==> src/rtl/servo_ramp_limiter_core_assert.svh <==
// Assertion macros for the ramp limiter; only srl_ramp includes them.
// Each macro checks on the rising edge of clock and is held off while reset is high.
`ifndef SERVO_RAMP_LIMITER_CORE_ASSERT_SVH
`define SERVO_RAMP_LIMITER_CORE_ASSERT_SVH

// Same-cycle implication.
`define SRL_ASSERT_NOW(label, ante, cons) \
   label: assert property (@(posedge clock) disable iff (reset) (ante) |-> (cons)) \
      else $error("servo ramp limiter check failed");

// Next-cycle implication.
`define SRL_ASSERT_NEXT(label, ante, cons) \
   label: assert property (@(posedge clock) disable iff (reset) (ante) |=> (cons)) \
      else $error("servo ramp limiter check failed");

`endif

==> src/rtl/srl_pkg.sv <==
package srl_pkg;

   localparam int POSITION_BITS_DEFAULT = 12;
   localparam int CHANNEL_BITS = 4;
   localparam int CSR_INDEX_BITS = 2;
   localparam int ACTION_BITS = 2;

   typedef enum logic [ACTION_BITS-1:0] {
      ACT_TICK       = 2'd0,
      ACT_SET_TARGET = 2'd1,
      ACT_SET_POS    = 2'd2,
      ACT_SET_STEP   = 2'd3
   } action_type;

   localparam logic [CSR_INDEX_BITS-1:0] REG_MIN_LIMIT = 2'd0;
   localparam logic [CSR_INDEX_BITS-1:0] REG_MAX_LIMIT = 2'd1;
   localparam logic [CSR_INDEX_BITS-1:0] REG_CHANNEL   = 2'd2;

endpackage

==> src/rtl/servo_ramp_limiter_core.sv <==
// Channel  Handshake            Payload
// req      req_valid/req_stall  req_action, req_value, req_step_value
// rsp      rsp_valid/rsp_stall  rsp_position, rsp_pwm_write, rsp_pwm_channel,
//                               rsp_reached, rsp_reached_step
// csr      csr_valid/csr_ready  csr_index, csr_data
//
// One item per cycle sustained while rsp_stall is low; a req beat passes the input
// register, then the ramp step into the result register, before its rsp beat.
// Reset is synchronous: limits go to full range, channel 0, position, target
// and step to zero (frozen).
// rsp_stall holds the result register; the input register then holds one
// more beat before req_stall rises. csr writes are taken every cycle.
module servo_ramp_limiter_core #(
   parameter int POSITION_BITS = srl_pkg::POSITION_BITS_DEFAULT
) (
   input  logic                              clock,
   input  logic                              reset,
   input  logic                              req_valid,
   output logic                              req_stall,
   input  logic [srl_pkg::ACTION_BITS-1:0]   req_action,
   input  logic [POSITION_BITS-1:0]          req_value,
   input  logic signed [POSITION_BITS:0]     req_step_value,
   output logic                              rsp_valid,
   input  logic                              rsp_stall,
   output logic [POSITION_BITS-1:0]          rsp_position,
   output logic                              rsp_pwm_write,
   output logic [srl_pkg::CHANNEL_BITS-1:0]  rsp_pwm_channel,
   output logic                              rsp_reached,
   output logic signed [POSITION_BITS:0]     rsp_reached_step,
   input  logic                              csr_valid,
   output logic                              csr_ready,
   input  logic [srl_pkg::CSR_INDEX_BITS-1:0] csr_index,
   input  logic [POSITION_BITS-1:0]          csr_data
);

   logic                             stage_valid_ff, stage_valid_in;
   srl_pkg::action_type              action_ff;
   logic [POSITION_BITS-1:0]         value_ff;
   logic signed [POSITION_BITS:0]    step_ff;
   logic                             take;
   logic                             req_beat;
   logic [POSITION_BITS-1:0]         min_limit, max_limit;
   logic [srl_pkg::CHANNEL_BITS-1:0] channel;

   assign req_stall = stage_valid_ff && !take;
   assign req_beat  = req_valid && !req_stall;

   always_comb begin
      stage_valid_in = stage_valid_ff;
      if (req_beat) begin
         stage_valid_in = 1'b1;
      end else if (take) begin
         stage_valid_in = 1'b0;
      end
   end

   always_ff @(posedge clock) begin
      if (reset) begin
         stage_valid_ff <= 1'b0;
      end else begin
         stage_valid_ff <= stage_valid_in;
      end
   end

   always_ff @(posedge clock) begin
      if (req_beat) begin
         action_ff <= srl_pkg::action_type'(req_action);
         value_ff  <= req_value;
         step_ff   <= req_step_value;
      end
   end

   srl_csr #(.POSITION_BITS(POSITION_BITS)) u_csr (
      .clock     (clock),
      .reset     (reset),
      .csr_valid (csr_valid),
      .csr_ready (csr_ready),
      .csr_index (csr_index),
      .csr_data  (csr_data),
      .min_limit (min_limit),
      .max_limit (max_limit),
      .channel   (channel)
   );

   srl_ramp #(.POSITION_BITS(POSITION_BITS)) u_ramp (
      .clock            (clock),
      .reset            (reset),
      .in_valid         (stage_valid_ff),
      .in_take          (take),
      .in_action        (action_ff),
      .in_value         (value_ff),
      .in_step          (step_ff),
      .min_limit        (min_limit),
      .max_limit        (max_limit),
      .channel          (channel),
      .rsp_valid        (rsp_valid),
      .rsp_stall        (rsp_stall),
      .rsp_position     (rsp_position),
      .rsp_pwm_write    (rsp_pwm_write),
      .rsp_pwm_channel  (rsp_pwm_channel),
      .rsp_reached      (rsp_reached),
      .rsp_reached_step (rsp_reached_step)
   );

endmodule

==> src/rtl/srl_csr.sv <==
module srl_csr #(
   parameter int POSITION_BITS = srl_pkg::POSITION_BITS_DEFAULT
) (
   input  logic                              clock,
   input  logic                              reset,
   input  logic                              csr_valid,
   output logic                              csr_ready,
   input  logic [srl_pkg::CSR_INDEX_BITS-1:0] csr_index,
   input  logic [POSITION_BITS-1:0]          csr_data,
   output logic [POSITION_BITS-1:0]          min_limit,
   output logic [POSITION_BITS-1:0]          max_limit,
   output logic [srl_pkg::CHANNEL_BITS-1:0]  channel
);

   logic [POSITION_BITS-1:0]         min_limit_ff, min_limit_in;
   logic [POSITION_BITS-1:0]         max_limit_ff, max_limit_in;
   logic [srl_pkg::CHANNEL_BITS-1:0] channel_ff, channel_in;

   assign csr_ready = 1'b1;

   always_comb begin
      min_limit_in = min_limit_ff;
      max_limit_in = max_limit_ff;
      channel_in   = channel_ff;
      if (csr_valid) begin
         case (csr_index)
            srl_pkg::REG_MIN_LIMIT: min_limit_in = csr_data;
            srl_pkg::REG_MAX_LIMIT: max_limit_in = csr_data;
            srl_pkg::REG_CHANNEL:   channel_in   = csr_data[srl_pkg::CHANNEL_BITS-1:0];
            default: ;
         endcase
      end
   end

   always_ff @(posedge clock) begin
      if (reset) begin
         min_limit_ff <= '0;
         max_limit_ff <= '1;
         channel_ff   <= '0;
      end else begin
         min_limit_ff <= min_limit_in;
         max_limit_ff <= max_limit_in;
         channel_ff   <= channel_in;
      end
   end

   assign min_limit = min_limit_ff;
   assign max_limit = max_limit_ff;
   assign channel   = channel_ff;

endmodule

==> src/rtl/srl_ramp.sv <==
`include "servo_ramp_limiter_core_assert.svh"

module srl_ramp #(
   parameter int POSITION_BITS = srl_pkg::POSITION_BITS_DEFAULT
) (
   input  logic                              clock,
   input  logic                              reset,
   input  logic                              in_valid,
   output logic                              in_take,
   input  srl_pkg::action_type               in_action,
   input  logic [POSITION_BITS-1:0]          in_value,
   input  logic signed [POSITION_BITS:0]     in_step,
   input  logic [POSITION_BITS-1:0]          min_limit,
   input  logic [POSITION_BITS-1:0]          max_limit,
   input  logic [srl_pkg::CHANNEL_BITS-1:0]  channel,
   output logic                              rsp_valid,
   input  logic                              rsp_stall,
   output logic [POSITION_BITS-1:0]          rsp_position,
   output logic                              rsp_pwm_write,
   output logic [srl_pkg::CHANNEL_BITS-1:0]  rsp_pwm_channel,
   output logic                              rsp_reached,
   output logic signed [POSITION_BITS:0]     rsp_reached_step
);

   localparam int SumBits = POSITION_BITS + 2;

   logic [POSITION_BITS-1:0]         pos_ff, pos_in;
   logic [POSITION_BITS-1:0]         goal_ff, goal_in;
   logic signed [POSITION_BITS:0]    rate_ff, rate_in;

   logic                             out_valid_ff, out_valid_in;
   logic [POSITION_BITS-1:0]         out_pos_ff;
   logic                             out_write_ff, write_in;
   logic [srl_pkg::CHANNEL_BITS-1:0] out_chan_ff;
   logic                             out_reached_ff, reached_in;
   logic signed [POSITION_BITS:0]    out_rstep_ff, rstep_in;

   logic [POSITION_BITS-1:0]         upper_cut, clamped;
   logic signed [SumBits-1:0]        pos_ext, goal_ext, rate_ext, sum;
   logic [POSITION_BITS-1:0]         up_next, down_next;

   assign in_take = in_valid && (!out_valid_ff || !rsp_stall);

   // Lower to max first, then raise to min.
   assign upper_cut = (in_value > max_limit) ? max_limit : in_value;
   assign clamped   = (upper_cut < min_limit) ? min_limit : upper_cut;

   assign pos_ext  = signed'({2'b00, pos_ff});
   assign goal_ext = signed'({2'b00, goal_ff});
   assign rate_ext = SumBits'(rate_ff);
   assign sum      = pos_ext + rate_ext;

   // Stop on the goal rather than pass it.
   assign up_next   = (sum > goal_ext) ? goal_ff : sum[POSITION_BITS-1:0];
   assign down_next = (sum < goal_ext) ? goal_ff : sum[POSITION_BITS-1:0];

   always_comb begin
      pos_in     = pos_ff;
      goal_in    = goal_ff;
      rate_in    = rate_ff;
      write_in   = 1'b0;
      reached_in = 1'b0;
      rstep_in   = '0;
      case (in_action)
         srl_pkg::ACT_TICK: begin
            if (rate_ff > 0) begin
               if (pos_ff < goal_ff && pos_ff < max_limit) begin
                  pos_in   = up_next;
                  write_in = 1'b1;
               end else begin
                  reached_in = 1'b1;
                  rstep_in   = rate_ff;
                  rate_in    = '0;
               end
            end else if (rate_ff < 0) begin
               if (pos_ff > goal_ff && pos_ff > min_limit) begin
                  pos_in   = down_next;
                  write_in = 1'b1;
               end else begin
                  reached_in = 1'b1;
                  rstep_in   = rate_ff;
                  rate_in    = '0;
               end
            end
         end
         srl_pkg::ACT_SET_TARGET: goal_in = clamped;
         srl_pkg::ACT_SET_POS: begin
            pos_in  = clamped;
            goal_in = clamped;
            rate_in = '0;
         end
         srl_pkg::ACT_SET_STEP: rate_in = in_step;
         default: ;
      endcase
   end

   always_comb begin
      out_valid_in = out_valid_ff;
      if (in_take) begin
         out_valid_in = 1'b1;
      end else if (!rsp_stall) begin
         out_valid_in = 1'b0;
      end
   end

   always_ff @(posedge clock) begin
      if (reset) begin
         pos_ff       <= '0;
         goal_ff      <= '0;
         rate_ff      <= '0;
         out_valid_ff <= 1'b0;
      end else begin
         out_valid_ff <= out_valid_in;
         if (in_take) begin
            pos_ff  <= pos_in;
            goal_ff <= goal_in;
            rate_ff <= rate_in;
         end
      end
   end

   always_ff @(posedge clock) begin
      if (in_take) begin
         out_pos_ff     <= pos_in;
         out_write_ff   <= write_in;
         out_chan_ff    <= channel;
         out_reached_ff <= reached_in;
         out_rstep_ff   <= rstep_in;
      end
   end

   assign rsp_valid        = out_valid_ff;
   assign rsp_position     = out_pos_ff;
   assign rsp_pwm_write    = out_write_ff;
   assign rsp_pwm_channel  = out_chan_ff;
   assign rsp_reached      = out_reached_ff;
   assign rsp_reached_step = out_rstep_ff;

   `SRL_ASSERT_NOW(a_write_or_reached, out_valid_ff, !(out_write_ff && out_reached_ff))
   `SRL_ASSERT_NOW(a_out_tracks_state, out_valid_ff, out_pos_ff == pos_ff)
   `SRL_ASSERT_NEXT(a_reached_freezes, in_take && reached_in, rate_ff == 0)
   `SRL_ASSERT_NEXT(a_setpos_aligns, in_take && in_action == srl_pkg::ACT_SET_POS,
                    goal_ff == pos_ff && rate_ff == 0)

endmodule
==> config.mk <==
export PLATFORM = sky130hd
export DESIGN_NAME = servo_ramp_limiter_core
export DESIGN_NICKNAME = d
export VERILOG_FILES = /design/src/rtl/srl_pkg.sv /design/src/rtl/servo_ramp_limiter_core.sv /design/src/rtl/srl_csr.sv /design/src/rtl/srl_ramp.sv
export VERILOG_INCLUDE_DIRS = /design/src /design/src/rtl
export SDC_FILE = /design/constraint.sdc
export NUM_CORES = 1
export LEC_CHECK = 0
export ABC_AREA = 1
export ABC_CLOCK_PERIOD_IN_PS = 3200
export BUFFER_PORTS_ARGS = -buffer_cell sky130_fd_sc_hd__buf_2
export CAP_MARGIN = 20
export CORE_ASPECT_RATIO = 0.6
export CORE_MARGIN = 8
export CORE_UTILIZATION = 45
export CTS_CLUSTER_DIAMETER = 200
export DETAILED_ROUTE_END_ITERATION = 10
export HOLD_SLACK_MARGIN = 0.03
export PLACE_DENSITY = 0.66
export SYNTH_ARGS = -nofsm -noshare
export SYNTH_HDL_FRONTEND = slang
export SYNTH_SLANG_ARGS = --single-unit
==> constraint.sdc <==
create_clock -name clock -period 3.2 [get_ports clock]
set_clock_uncertainty 0.05 [all_clocks]
set_input_delay 0 -clock clock [delete_from_list [all_inputs] [get_ports clock]]
set_output_delay 0 -clock clock [all_outputs]
set_load 0.1 [all_outputs]
==> results.json, run 1 <==
{
  "drt_iter0_markers": 871,
  "final_cell_area_mm2": 0.0123,
  "synth-seq-cells": 125,
  "endpoint_kind": "flip-flop",
  "slew-limit-headroom_pct": 27.2,
  "num_rows": 38,
  "path_max_fanout": 8,
  "critical_path_class": "reg -> reg",
  "max_clock_freq_mhz": 290,
  "syn_avg_cell_area_um2": 7.67,
  "status": "finished, violations left",
  "via_per_inst": 5.44,
  "hp-class": "in -> reg",
  "synth-seq-area-share_pct": 37.3,
  "layout_setup_ws_ps": -254,
  "grt_setup_unrepaired": "true",
  "dp_hpwl_um": 19600,
  "cts_root_buf": "clkbuf_16",
  "ys_warn_count": 0,
  "io_buffers": 78,
  "io_pins": 80,
  "first_global_vias": 8090,
  "start_util_pct": 45.8,
  "diodes": 0,
  "drive_gt1_share_pct": 36.1,
  "grt_usage_pct": 23.9,
  "clock_latency_ps": 430,
  "crit_arrival_ps": 3720,
  "tightest_slew_ps": 1090,
  "power.static_leakage_uw": 0.00585,
  "numClockSinks": 125,
  "final.setup.tns_ps": -7500,
  "drc": 0,
  "yosysUniqueCellTypes": 43,
  "cap_violations": 0,
  "postSynthCellCount": 1077,
  "slew_viol_final": 0,
  "period_needed_ps": 3450,
  "dr.pass1.iters": 6,
  "nets": 1476,
  "post-route-period-util_pct": 108,
  "die_x_um": 191,
  "crit_path_start_kind": "flip-flop",
  "cts_tree": "built",
  "clockBufferDepth": 2,
  "ant_nets": 0,
  "peakVddDrop_mv": 0.356,
  "gr-total-overflow": 0,
  "violations": "setup timing",
  "num_vias": 8675,
  "power_density_mw_per_mm2": 542,
  "placed_area_mm2": 0.00977,
  "final-hold-violation-count": 0,
  "filler_cell_count": 1336,
  "crit_required_ps": 3470,
  "r2r-start": "u_ramp.rate_ff[9]",
  "synth_fp_nets": 1210,
  "cts_buffers": 17,
  "dieArea_mm2": 0.0231,
  "ctsHtreeMaxLevel": 4,
  "min_from": "csr_index[1]",
  "grt_pass1_wl_um": 43600,
  "die_y_um": 121,
  "setup_violations": 36,
  "crit_start": "u_ramp.rate_ff[9]",
  "synthesis.area_mm2": 0.00826,
  "antenna_found_initial": 1,
  "gp_congestion": 0.967,
  "grt_max_degree": 41,
  "core_mm2": 0.0180,
  "clkSlewWorstSetupHoldPaths_ps": 70,
  "wirelength_um": 29100,
  "wl_per_cell_um": 18.2,
  "area_growth_pct": 49.0
}
## kinds of logic after synthesis
kind of cell               synth area share [%]
other                                    0.0454
buffers and inverters                      10.9
AOI/OAI and AO/OA                          13.2
DFF                                        37.3
and+or+nand+nor                            24.4
adders and majority gates                  13.3
xor gates and xnor gates                  0.848
## worst max-delay path: stages, from the launching register on
cell and delay (ps):
dfxtp_1 320, ha_1 330, buf_4 170, a21o_1 200
nor2_2 120, nand3_1 100, nand2_1 80, nand2_1 80
ha_1 290, nand2_1 50, inv_1 80, nand2_1 80
nor2_1 110, nand2_1 70, nand3_1 80, inv_2 50
nand2_4 120, nand2_8 100, buf_4 160, nand2_1 50
nand3_1 60, a21oi_1 130, nor2_1 70, nor2_2 140
nand3_1 120, nand2_1 90, inv_1 40
## stage by stage
stage / power [uW] / setup slack [ps] / instances / util [%] / hold WS [ps]
2_1_floorplan: 3210 / 2.67 / 1077 / - / 48.9
3_3_place_gp: 3850 / -417 / 1493 / 54.2 / 126
3_5_place_dp: 3880 / -457 / 1493 / 54.2 / 128
4_1_cts: 6220 / -273 / 1584 / 63.8 / 30.4
5_1_grt: 6920 / -421 / 1596 / 68.3 / 112
6_report: 6670 / -254 / 1596 / 68.3 / 49.2
## flip-flops by register name, summed over array words and instances (netlist names)
| name | count |
|---|---|
| step_ff | 13 |
| u_ramp.rate_ff | 13 |
| u_ramp.rsp_reached_step | 13 |
| u_csr.max_limit | 12 |
| u_csr.min_limit | 12 |
| u_ramp.goal_ff | 12 |
| u_ramp.pos_ff | 12 |
| u_ramp.rsp_position | 12 |
| value_ff | 12 |
| u_csr.channel | 4 |
| u_ramp.rsp_pwm_channel | 4 |
| action_ff | 2 |
| stage_valid_ff | 1 |
| u_ramp.rsp_pwm_write | 1 |
| u_ramp.rsp_reached | 1 |
| u_ramp.rsp_valid | 1 |
## area by class of cell
type                    count  area [um^2]  share of cell area, %
repair buffers            285         2220                   18.1
flip-flops and latches    125         3110                   25.3
clock inverters            15          194                   1.58
well taps                 240          300                   2.44
clock buffers              17          425                   3.46
multi-input cells         741         5400                   43.9
inverters                 173          656                   5.33
## layout by cell type, fill, tap and decap left out, types with 10 or more instances in the layout
cell and n:
dfxtp_2 11, o211ai_1 12, dfxtp_1 53, a21oi_2 13
nand2_4 16, nor2_1 61, a21oi_1 82, nand2_1 169
nand3_1 54, o21ai_2 13, and2_4 10, nand4_1 15
inv_1 161, buf_4 141, dlygate4sd3_1 46, nor2_2 15
edfxtp_1 58, buf_6 11, clkbuf_16 17, o21ai_0 39
ha_4 21, a211oi_1 13, nand3_4 15, nand3_2 34
buf_2 78, ha_1 65, nand2_2 30
## final timing paths
check,cells after the start,slack [ps],to
worst max-delay path,26,-250,u_ramp.pos_ff[4]
worst min-delay path,4,50,u_csr.channel[2]
worst max register to register,26,-250,u_ramp.pos_ff[4]
worst min register to register,0,380,u_ramp.rsp_pwm_channel[2]
## what timing repair did
item,4_1_cts,5_1_grt
setup endpoints to repair,36,37
pin swaps,48,79
buffers inserted,11,14
endpoints found under the hold margin,57,0
gates resized for setup,127,159
cloned,2,0
hold buffers,46,0
## per-layer routing
layer	vias up	GRT usage (%)	part of all wire (%)
met4	0	5.45	1.4
met2	438	32.9	41
met3	53	7.09	10
met1	4064	35.7	47
li1	4120	-	-
met5	-	0	0
## cells in the mapped netlist (all sizes together)
master / count / share of area, %
a2111oi: 1 / 0.12
a211oi: 13 / 1.2
a21o: 2 / 0.18
a21oi: 95 / 5.8
a31oi: 1 / 0.076
and2: 13 / 0.98
buf: 12 / 1.1
clkbuf: 25 / 1.9
clkinv: 1 / 0.045
conb: 1 / 0.045
dfxtp: 67 / 16
dlygate4sd3: 1 / 0.12
edfxtp: 58 / 21
fa: 1 / 0.24
ha: 86 / 13
inv: 172 / 7.8
nand2: 218 / 10
nand3: 103 / 6.7
nand3b: 9 / 0.82
nand4: 15 / 1.1
nor2: 81 / 3.9
nor3: 7 / 0.48
nor4: 1 / 0.076
o211ai: 12 / 1.1
o21a: 3 / 0.27
o21ai: 66 / 4.0
o21bai: 5 / 0.45
xnor2: 3 / 0.32
xor2: 5 / 0.53
## report_power, final
| group | internal (uW) | switching (uW) |
|---|---|---|
| sequential | 1800 | 71.4 |
| combinational | 1110 | 1650 |
| clock | 1130 | 913 |
| total | 4040 | 2630 |
No activity file was read; power rests on OpenSTA's default activity.
==> run 2: changes to the inputs <==
--- a/config.mk
+++ b/config.mk
@@ -7,7 +7,7 @@
 export NUM_CORES = 1
 export LEC_CHECK = 0
 export ABC_AREA = 1
-export ABC_CLOCK_PERIOD_IN_PS = 3200
+export ABC_CLOCK_PERIOD_IN_PS = 3600
 export BUFFER_PORTS_ARGS = -buffer_cell sky130_fd_sc_hd__buf_2
 export CAP_MARGIN = 20
 export CORE_ASPECT_RATIO = 0.6
@@ -15,8 +15,8 @@
 export CORE_UTILIZATION = 45
 export CTS_CLUSTER_DIAMETER = 200
 export DETAILED_ROUTE_END_ITERATION = 10
+export GPL_TIMING_DRIVEN = 0
 export HOLD_SLACK_MARGIN = 0.03
-export PLACE_DENSITY = 0.66
 export SYNTH_ARGS = -nofsm -noshare
 export SYNTH_HDL_FRONTEND = slang
 export SYNTH_SLANG_ARGS = --single-unit
==> constraint.sdc (replaced) <==
create_clock -name clock -period 3.6 [get_ports clock]
set_clock_uncertainty 0.05 [all_clocks]
set_input_delay 0 -clock clock [delete_from_list [all_inputs] [get_ports clock]]
set_output_delay 0 -clock clock [all_outputs]
set_load 0.1 [all_outputs]
==> results.json, run 2 (same netlist as run 1, synthesis figures left out) <==
{
  "core_mm2": 0.0180,
  "critical_path_class": "reg -> reg",
  "crit_arrival_ps": 3760,
  "drt_iter0_markers": 810,
  "filler_cell_count": 1611,
  "drive_gt1_share_pct": 25.0,
  "final_cell_mix": "nand2_1 (188), inv_1 (163), a21oi_1 (83)",
  "slew-limit-headroom_pct": 43.6,
  "setup_violations": 1,
  "nets": 1396,
  "grt_setup_unrepaired": "true",
  "path_max_fanout": 5,
  "num_rows": 38,
  "first_global_vias": 7346,
  "power.total_uw": 5640,
  "antenna_found_initial": 0,
  "wirelength_um": 28100,
  "die_y_um": 121,
  "dr.pass1.iters": 5,
  "crit_required_ps": 3720,
  "gr-total-overflow": 0,
  "grt_max_degree": 41,
  "grt_usage_pct": 23.6,
  "diodes": 0,
  "cts_root_buf": "clkbuf_16",
  "cap_violations": 0,
  "violations": "setup timing",
  "cts_tree": "built",
  "dp_hpwl_um": 20300,
  "final-hold-violation-count": 0,
  "ant_nets": 0,
  "tightest_slew_ps": 846,
  "post-route-period-util_pct": 101,
  "peakVddDrop_mv": 0.341,
  "clock_latency_ps": 440,
  "area_growth_pct": 35.7,
  "endpoint_kind": "flip-flop",
  "start_util_pct": 45.8,
  "dieArea_mm2": 0.0231,
  "ctsHtreeMaxLevel": 4,
  "hp-class": "in -> reg",
  "slew_viol_final": 0,
  "power_density_mw_per_mm2": 503,
  "dp_cells": 1395,
  "max_clock_freq_mhz": 275,
  "via_per_inst": 5.34,
  "io_pins": 80,
  "gp_congestion": 0.955,
  "period_needed_ps": 3640,
  "power.static_leakage_uw": 0.00526,
  "io_buffers": 78,
  "worst_hold_slack_ps": 216,
  "cts_buffers": 17,
  "num_vias": 8100,
  "mostFrequentLayoutCell": "nand2_1",
  "clkSlewWorstSetupHoldPaths_ps": 70,
  "status": "finished, violations left",
  "pre_cts_slack_ps": -1040,
  "numClockSinks": 125,
  "drc": 0,
  "die_x_um": 191,
  "fin_cells": 1516,
  "grt_pass1_wl_um": 42000,
  "crit_path_start_kind": "flip-flop",
  "wl_per_cell_um": 18.6,
  "layout_setup_ws_ps": -35.9,
  "clockBufferDepth": 2
}
-- run 2: cell count changes in the layout (fill, tap and decap cells not counted), sizes merged --
cell,change
buf,-113
bufinv,+1
clkbuf,+24
clkinv,+2
clkinvlp,-2
dlygate4sd3,+9
inv,-1
-- run 2: per-layer routing --
metal	vias to the layer above	global-route usage, %	part of all wire, %
met5	-	0	0
met4	0	4.73	0.69
met3	18	6.95	11
met2	347	28.8	37
met1	3783	38.4	51
li1	3952	-	-
-- run 2: layout make-up --
type	instances	area [um^2]	area share, %
Multi-Input combinational cell	741	4940	44.0
Sequential cell	125	3130	27.9
Timing Repair Buffer	167	1230	11.0
Inverter	173	649	5.79
Clock buffer	17	425	3.80
Buffer	38	315	2.81
Tap cell	240	300	2.68
Clock inverter	15	224	2.00
-- run 2: per-stage QoR --
| step | TNS, ps | utilization, % | instance area [um^2] |
|---|---|---|---|
| 2_1_floorplan | 0 | - | 8260 |
| 3_3_place_gp | -30260 | 49.7 | 8950 |
| 3_5_place_dp | -33290 | 49.7 | 8950 |
| 4_1_cts | 0 | 58.3 | 10500 |
| 5_1_grt | -2460 | 62.2 | 11200 |
| 6_report | -35.9 | 62.2 | 11200 |
-- run 2: worst paths after layout --
path	to	cells past startpoint	slack [ps]	from
setup / recovery	u_ramp.rsp_position[4]	25	-40	u_ramp.rate_ff[0]
hold / removal	step_ff[9]	2	220	req_step_value[9]
setup reg to reg	u_ramp.rsp_position[4]	25	-40	u_ramp.rate_ff[0]
hold reg to reg	u_ramp.rsp_pwm_channel[1]	0	380	u_csr.channel[1]
-- run 2: what timing repair did --
action,CTS,global route
resized for setup,74,129
cloned,2,2
setup endpoints to repair,36,36
hold endpoints to repair,64,0
pin swaps,13,43
buffers inserted,11,19
hold buffers,54,0
-- run 2: critical path: stages (launching register included) --
cell and delay, ps:
dfxtp_4 400, ha_4 150, inv_2 40, fa_2 360, inv_2 80, nand3_2 80, nand2_4 100, nand3_2 70
nand3_2 60, xor2_1 190, inv_1 120, ha_4 280, nand3_2 90, nor2_1 120, nand2_1 80, nand3_2 80
inv_2 40, nand2_4 100, nand2_8 80, clkbuf_16 180, nand2_2 60, nand3_2 60, a21oi_2 130, nor2_1 70
nor2_2 170, nand2_2 100
-- run 2: where the power goes --
part / internal, uW / switching, uW / total, uW
Clock: 1080 / 814 / 1890
Sequential: 1600 / 88.8 / 1680
Combinational: 758 / 1300 / 2060
